$ cat config.mk
export PLATFORM = sky130hd
export DESIGN_NAME = bcpe_ram
export DESIGN_NICKNAME = d
export VERILOG_FILES = /design/src/bezier_curve_point_eval_assert.svh /design/src/bcpe_ram.sv
export SDC_FILE = /design/constraint.sdc
export NUM_CORES = 1
export LEC_CHECK = 0
export BUFFER_PORTS_ARGS = -buffer_cell sky130_fd_sc_hd__buf_2
export CAP_MARGIN = 10
export CORE_MARGIN = 3
export CORE_UTILIZATION = 62
export DETAILED_ROUTE_END_ITERATION = 10
export GPL_TIMING_DRIVEN = 0
export PLACE_DENSITY = 0.78
export SETUP_SLACK_MARGIN = 0.15
export SLEW_MARGIN = 20
export SYNTH_ARGS = -nofsm -noshare
export SYNTH_HDL_FRONTEND = slang
export SYNTH_SLANG_ARGS = --single-unit
export TNS_END_PERCENT = 1
$ cat constraint.sdc
create_clock -name clk -period 19.3 [get_ports clk]
set_input_delay 3.86 -clock clk [delete_from_list [all_inputs] [get_ports clk]]
set_output_delay 3.86 -clock clk [all_outputs]
set_load 0.1 [all_outputs]
$ cat src/bezier_curve_point_eval_assert.svh
// Assertion macros for the Bezier curve point evaluator.
`ifndef BEZIER_CURVE_POINT_EVAL_ASSERT_SVH
`define BEZIER_CURVE_POINT_EVAL_ASSERT_SVH

// Same-cycle implication on clk, quiet while reset is asserted.
`define BCPE_ASSERT_NOW(label, ante, cons, msg) \
    label: assert property (@(posedge clk) disable iff (!rst_n) (ante) |-> (cons)) \
        else $error(msg);

// Next-cycle implication on clk, quiet while reset is asserted.
`define BCPE_ASSERT_NXT(label, ante, cons, msg) \
    label: assert property (@(posedge clk) disable iff (!rst_n) (ante) |=> (cons)) \
        else $error(msg);

`endif

$ cat src/bcpe_ram.sv
// Generic single-write, single-read RAM with registered read data.
`default_nettype none

module bcpe_ram #(
    parameter int WIDTH = 96,
    parameter int DEPTH = 16,
    localparam int AW = (DEPTH > 1) ? $clog2(DEPTH) : 1
)(
    input  logic             clk,
    input  logic             we,
    input  logic [AW-1:0]    waddr,
    input  logic [WIDTH-1:0] wdata,
    input  logic             re,
    input  logic [AW-1:0]    raddr,
    output logic [WIDTH-1:0] rdata
);

    logic [WIDTH-1:0] mem [DEPTH];

    always_ff @(posedge clk)
    begin
        if (we)
        begin
            mem[waddr] <= wdata;
        end
        if (re)
        begin
            rdata <= mem[raddr];
        end
    end

endmodule

`default_nettype wire

Word-level counts from Yosys, hierarchy flattened:

Memories as Yosys holds them, arrays and structs flattened. A register that Yosys moved wholly into a read port is not among the register bits.
Index checks and enable logic that the tools add are counted.

* bits in registers: 0
* RAM bits: 1536
* bits of input ports: 107
* memories kept: 1

* muxes and demuxes: 2

Memory list
* mem: depth 16, width 96, rd ports 1, clocked after Yosys merged registers in 1, write ports 1, line bcpe_ram.sv:18 `logic [WIDTH-1:0] mem [DEPTH];`

Operator list (count)
* two-way mux 1 bit: 2

Longest topological paths before layout:

Gate-level depths: netlist of run 1.

* depth in word-level cells: 2
* gate-level depth with buffers: 6
* depth with buffers taken out: 3

Worst setup path after synthesis of run 1:

OpenSTA, ideal clock, no wires.

* path type: input to register
* from: in waddr[2]
* to: mem mem[0][0], enable pin
* library setup time: 670 ps
* arrival: 10868 ps
* required time: 18630 ps
* path slack: 7762 ps
* stages on the path: 2
* path buffers: 0
* cell sequence: or3b_2 > nor3_1

RTL lines
* from (decl): line bcpe_ram.sv:11 `input logic [AW-1:0] waddr,`
* to (decl): line bcpe_ram.sv:18

No word-level cell before the write port.

==> results of run 1 <==
worst paths after layout:
| path | from | endpoint | slack (ns) | cells past startpoint |
|---|---|---|---|---|
| worst max register to register | mem[11][64]$_DFFE_PP_ | rdata[64]$_DFFE_PP_ | 17.57 | 3 |
| worst max-delay path | raddr[2] | rdata[91]$_DFFE_PP_ | 13.35 | 6 |
| worst min register to register | mem[6][15]$_DFFE_PP_ | rdata[15]$_DFFE_PP_ | 0.75 | 3 |
| worst min-delay path | mem[6][15]$_DFFE_PP_ | rdata[15]$_DFFE_PP_ | 0.75 | 3 |
routing by layer:
metal	track usage, %	up-vias	routed length, µm
met3	7.48	445	20200
li1	-	11600	-
met4	14.0	14	6830
met2	50.5	2784	78600
met1	44.4	15900	54100
met5	0	-	92
power breakdown:
| group | leakage [µW] | switching [µW] | internal (µW) |
|---|---|---|---|
| Clock | 0.00229 | 1310 | 1560 |
| Combinational | 0.00548 | 359 | 151 |
| Sequential | 0.0148 | 29.3 | 3990 |
layout make-up:
cell class,instances,area [µm²],share of cell area [%]
sequential,1632,49000,70.0
multi-input combinational,699,10700,15.3
clock buffer,192,4000,5.71
timing repair buffer,335,3260,4.65
tap,1265,1580,2.26
buffer,129,727,1.04
clock inverter,86,681,0.972
antenna,23,57.6,0.0822
cell usage after synthesis:
cell	number	area share, %
buf_2	11	0.091
nor2b_1	2	0.021
a22oi_1	192	2.4
clkbuf_1	46	0.29
buf_4	19	0.24
buf_1	32	0.20
nand2b_1	2	0.021
nand3_1	1	0.0083
and2_1	1	0.010
nand2_1	97	0.60
edfxtp_1	1632	81
nor2_1	13	0.081
buf_6	21	0.39
or3b_2	1	0.015
mux4_2	384	14
nor3_1	4	0.033
nand3b_1	2	0.025
tightest hold or removal path, delay by kind of cell, from the launching register on:
family             cells  cell delay (ns)
DFF                    1             0.31
and+or+nand+nor        1             0.06
AOI/OAI and AO/OA      1             0.05
muxes                  1             0.22
cells by family after synthesis:
| group | count (synthesis) | share of synthesized area (%) |
|---|---|---|
| AO/OA/AOI/OAI | 192 | 2.39 |
| buffers and inverters | 129 | 1.21 |
| flip-flops | 1632 | 81.2 |
| multiplexers | 384 | 14.3 |
| AND/OR/NAND/NOR | 123 | 0.817 |
layout by cell type (no fill, tap or decap), types with 2 or more instances in the layout:
cell,instances
a22oi_1,192
buf_1,32
buf_12,35
buf_16,38
buf_2,210
buf_4,71
buf_6,32
bufinv_16,6
clkbuf_1,84
clkbuf_16,154
clkinv_1,37
clkinv_2,26
clkinv_4,2
clkinv_8,4
clkinvlp_4,2
diode_2,23
edfxtp_1,1632
inv_16,3
inv_6,5
mux4_2,384
nand2_1,97
nand2b_1,2
nand3b_1,2
nor2_4,12
nor2b_1,2
nor3_2,4
metrics by stage:
step                      setup slack (ns)  setup TNS [ns]  hold WS (ns)  area, µm²
after floorplan                       7.76               0         0.710      60300
after global placement              -0.511          -81.62         0.720      62900
after detailed placement             12.69               0         0.738      65300
after CTS                            13.39               0         0.751      69900
after global routing                 13.32               0         0.783      70000
final                                13.35               0         0.750      70000
flip-flops by register name, summed over array words and instances, names as in the netlist:
signal / flops
rdata: 96
mem: 1536
==> flow_metrics.env, run 1 <==
export IMPL_syn_area_um2=60300
export IMPL_cts_sinks=1632
export IMPL_dpl_hpwl_um=91200
export IMPL_hold_violations=0
export IMPL_vias=30800
export IMPL_place_inst=4060
export IMPL_areaGrowthSynthToFinish_pct=16.1
export IMPL_cts_htree_levels=4
export IMPL_final_net_count=3056
export IMPL_crit_chain="buf_2 > nor2_1 > clkbuf_1 > clkbuf_1 > a22oi_1 > nand2_1"
export IMPL_start_kind="input port"
export IMPL_clock_path_buffers=3
export IMPL_ir_drop_mv=0.0899
export IMPL_rows=113
export IMPL_cts_clk_slew_worst_paths_ns=0.06
export IMPL_ant_nets=0
export IMPL_syn_nets=2567
export IMPL_die_h_um=318
export IMPL_ys_ff_latch=1632
export IMPL_worst_pin_slew_ns=1.02
export IMPL_rsz0062_at_grt="false"
export IMPL_fmax_ghz=0.168
export IMPL_ctsResizeCount=0
export IMPL_utilization_pct=73.1
export IMPL_cp_end_kind="register"
export IMPL_crit_buf_inv=3
export IMPL_num_fill_cells=4806
export IMPL_required_ns=19.87
export IMPL_io_pins=203
export IMPL_io_buffer_count=200
export IMPL_die_area_um2=101000
export IMPL_grt_use_total_pct=32.2
export IMPL_critPathMostFrequentCell="clkbuf_1"
export IMPL_clock_latency_ns=0.76
export IMPL_grt_first_pass_wirelength_um=230000
export IMPL_syn_mean_instance_area_um2=24.5
export IMPL_viasPerCell=7.05
export IMPL_grt_pass1_vias=31700
export IMPL_grt_overflow=0
export IMPL_crit_type="input port to register"
export IMPL_grt_max_degree=58
export IMPL_synth_cell_types=17
export IMPL_period_needed_ns=5.95
export IMPL_cts_made_buffers=152
export IMPL_power_uw=7400
export IMPL_period_share_pct=30.8
export IMPL_maxCapViolations=0
export IMPL_ctsHoldBuffers=0
export IMPL_finalSetupViolCount=0
export IMPL_status="finished, final reports clean"
export IMPL_cts_root_buf="clkbuf_16"
export IMPL_drive_gt1_share_pct=32.2
export IMPL_stdcell_count=4361
export IMPL_power_density_nw_per_um2=106
export IMPL_relSlewSlack_pct=31.8
export IMPL_postRouteWirelength_um=160000
export IMPL_cts_setup_buffers=0
export IMPL_synth_warnings=0
export IMPL_yosysSeqAreaShare_pct=81.2
export IMPL_skew_ns=0.0233
export IMPL_antenna_found_initial=27
export IMPL_cp_slowest_cell="clkbuf_1"
export IMPL_start_util_pct=63.0
export IMPL_avgRoutedWirePerCell_um=36.6
export IMPL_routabilityCongestion=0.733
export IMPL_core_area_um2=95700
export IMPL_slowest_delay_ns=0.72
export IMPL_drt_first_pass_iters=8
export IMPL_critPathMaxFanout=10
export IMPL_die_x_um=318
export IMPL_total_leakage_power_uw=0.0226
export IMPL_critPathTopFamily="buffers and inverters"
export IMPL_slew_violations=0
export IMPL_syn_inst=2460
export IMPL_arrival_ns=6.52
export IMPL_cts_tree="yes"
export IMPL_hold_class="register to register"
export IMPL_first_iter_violations=5456
export IMPL_drc_errors=0
No activity file was read; power rests on OpenSTA's default activity.
==> run 2: changes to the inputs <==
CORE_UTILIZATION = 55   (was 62)
PLACE_DENSITY = 0.73   (was 0.78)
clock period = 4.85 ns   (was 19.3 ns; I/O delays follow)
==> run 2 against run 1 <==
  * Largest power group unchanged
  * Sequential power grew to 4.0 times the previous value
  * Core utilization down 7.7 points
  * Design area grew 0.92%
  * Largest cell class unchanged
  * Via count is 5.2% lower
  * Die area up 12%
  * Cell count rose by 2.5%
  * Clock power increased to 4.2 times the previous value
  * First-iteration DRC count down 26%
  * Combinational power rose to 3.9 times the previous value
  * Non-clock buffer count down 24
  * Wire length fell by 8.0%
==> flow_metrics.env, run 2 (synthesis results as in run 1) <==
export IMPL_drc_errors=0
export IMPL_drt_first_pass_iters=6
export IMPL_core_area_um2=108000
export IMPL_io_buffer_count=200
export IMPL_fmax_ghz=0.334
export IMPL_antenna_found_initial=26
export IMPL_design_area_um2=70600
export IMPL_num_fill_cells=6437
export IMPL_hold_class="input port to register"
export IMPL_first_iter_violations=4047
export IMPL_crit_chain="buf_2 > nor2_1 > clkbuf_1 > clkbuf_1 > a22oi_1 > nand2_1"
export IMPL_power_density_nw_per_um2=424
export IMPL_cts_root_buf="clkbuf_16"
export IMPL_arrival_ns=3.57
export IMPL_maxCapViolations=0
export IMPL_power_uw=30000
export IMPL_io_pins=203
export IMPL_final_net_count=3035
export IMPL_ctsHoldBuffers=0
export IMPL_crit_type="input port to register"
export IMPL_regMostFlops="mem"
export IMPL_critPathMaxFanout=10
export IMPL_hold_violations=0
export IMPL_ctsResizeCount=0
export IMPL_grt_max_degree=53
export IMPL_cp_end_kind="register"
export IMPL_finalSetupViolCount=0
export IMPL_fin_tns_setup_ns=0
export IMPL_drive_gt1_share_pct=32.1
export IMPL_crit_cells=6
export IMPL_grt_pass1_vias=30200
export IMPL_period_needed_ns=2.99
export IMPL_areaGrowthSynthToFinish_pct=17.1
export IMPL_critPathTopFamily="buffers and inverters"
export IMPL_grt_overflow=0
export IMPL_clock_path_buffers=3
export IMPL_utilization_pct=65.4
export IMPL_cts_made_buffers=155
export IMPL_ant_nets=0
export IMPL_vias=29200
export IMPL_holdPathStages=1
export IMPL_cts_htree_levels=4
export IMPL_final_cell_mix="1632 x edfxtp_1, 384 x mux4_2, 210 x buf_2"
export IMPL_ir_drop_mv=0.341
export IMPL_required_ns=5.43
export IMPL_grt_use_total_pct=26.5
export IMPL_cts_setup_buffers=0
export IMPL_reg2reg_depth=3
export IMPL_top_regs="mem (1536), rdata (96)"
export IMPL_cts_sinks=1632
export IMPL_critPathMostFrequentCell="clkbuf_1"
export IMPL_place_area_um2=65600
export IMPL_total_leakage_power_uw=0.0227
export IMPL_clock_latency_ns=0.76
export IMPL_cts_clk_slew_worst_paths_ns=0.07
export IMPL_slew_violations=0
export IMPL_period_share_pct=61.6
export IMPL_slowest_delay_ns=0.80
export IMPL_rsz0062_at_grt="false"
export IMPL_worst_pin_slew_ns=0.985
export IMPL_relSlewSlack_pct=34.3
export IMPL_largest_reg_flops=1536
export IMPL_routabilityCongestion=0.726
export IMPL_start_kind="input port"
export IMPL_rows=120
export IMPL_skew_ns=0.0238
export IMPL_avgRoutedWirePerCell_um=32.9
export IMPL_crit_buf_inv=3
export IMPL_status="finished, final reports clean"
export IMPL_viasPerCell=6.52
export IMPL_die_area_um2=114000
export IMPL_grt_first_pass_wirelength_um=214000
export IMPL_cp_slowest_cell="clkbuf_1"
export IMPL_postRouteWirelength_um=147000
export IMPL_dpl_hpwl_um=89900
export IMPL_die_x_um=337
export IMPL_cts_tree="yes"
export IMPL_die_h_um=337
export IMPL_start_util_pct=55.9
export IMPL_hold_ws_ns=0.590
export IMPL_mostFrequentLayoutCell="edfxtp_1"
run 2: path summary, 6_finish.rpt:
check	start	end	slack [ns]
setup / recovery	raddr[2]	rdata[69]$_DFFE_PP_	1.86
hold / removal	wdata[21]	mem[9][21]$_DFFE_PP_	0.59
setup reg to reg	mem[11][56]$_DFFE_PP_	rdata[56]$_DFFE_PP_	3.24
hold reg to reg	mem[14][70]$_DFFE_PP_	rdata[70]$_DFFE_PP_	0.75
run 2: area by class of cell:
cell class	instances	area, µm²	share of cell area [%]
plain buffers	129	727	1.03
multi-input cells	699	10700	15.2
diodes	17	42.5	0.0602
clock buffers	186	4040	5.72
well taps	1403	1760	2.48
flip-flops and latches	1632	49000	69.4
repair buffers	311	3370	4.77
clock inverters	94	987	1.40
run 2: per-layer routing:
| metal | global-route usage [%] | part of all wire [%] | up-vias |
|---|---|---|---|
| li1 | - | - | 11600 |
| met1 | 36.4 | 36 | 15300 |
| met2 | 41.7 | 49 | 1943 |
| met3 | 7.21 | 12 | 286 |
| met4 | 9.43 | 2.8 | 12 |
| met5 | 0 | 0.054 | - |
run 2: report_power, final:
group          internal, µW  switching [µW]  leakage [µW]  total, µW
combinational           604            1390       0.00544       2000
sequential            15900             102        0.0148      16000
clock                  6880            5110       0.00246      12000
total                 23400            6600        0.0227      30000
run 2: stage by stage:
stage                     setup slack [ns]  std cells
after global routing                  1.84       4460
after global placement               -6.34       4063
after detailed placement              1.22       4174
after floorplan                      -1.20       2460
final                                 1.86       4471
after CTS                             1.96       4454
run 2: worst register-to-register path, cell delays in order, from the launching register on:
cell      delay [ns]
edfxtp_1        0.41
mux4_2          0.50
a22oi_1         0.24
nand2_1         0.18
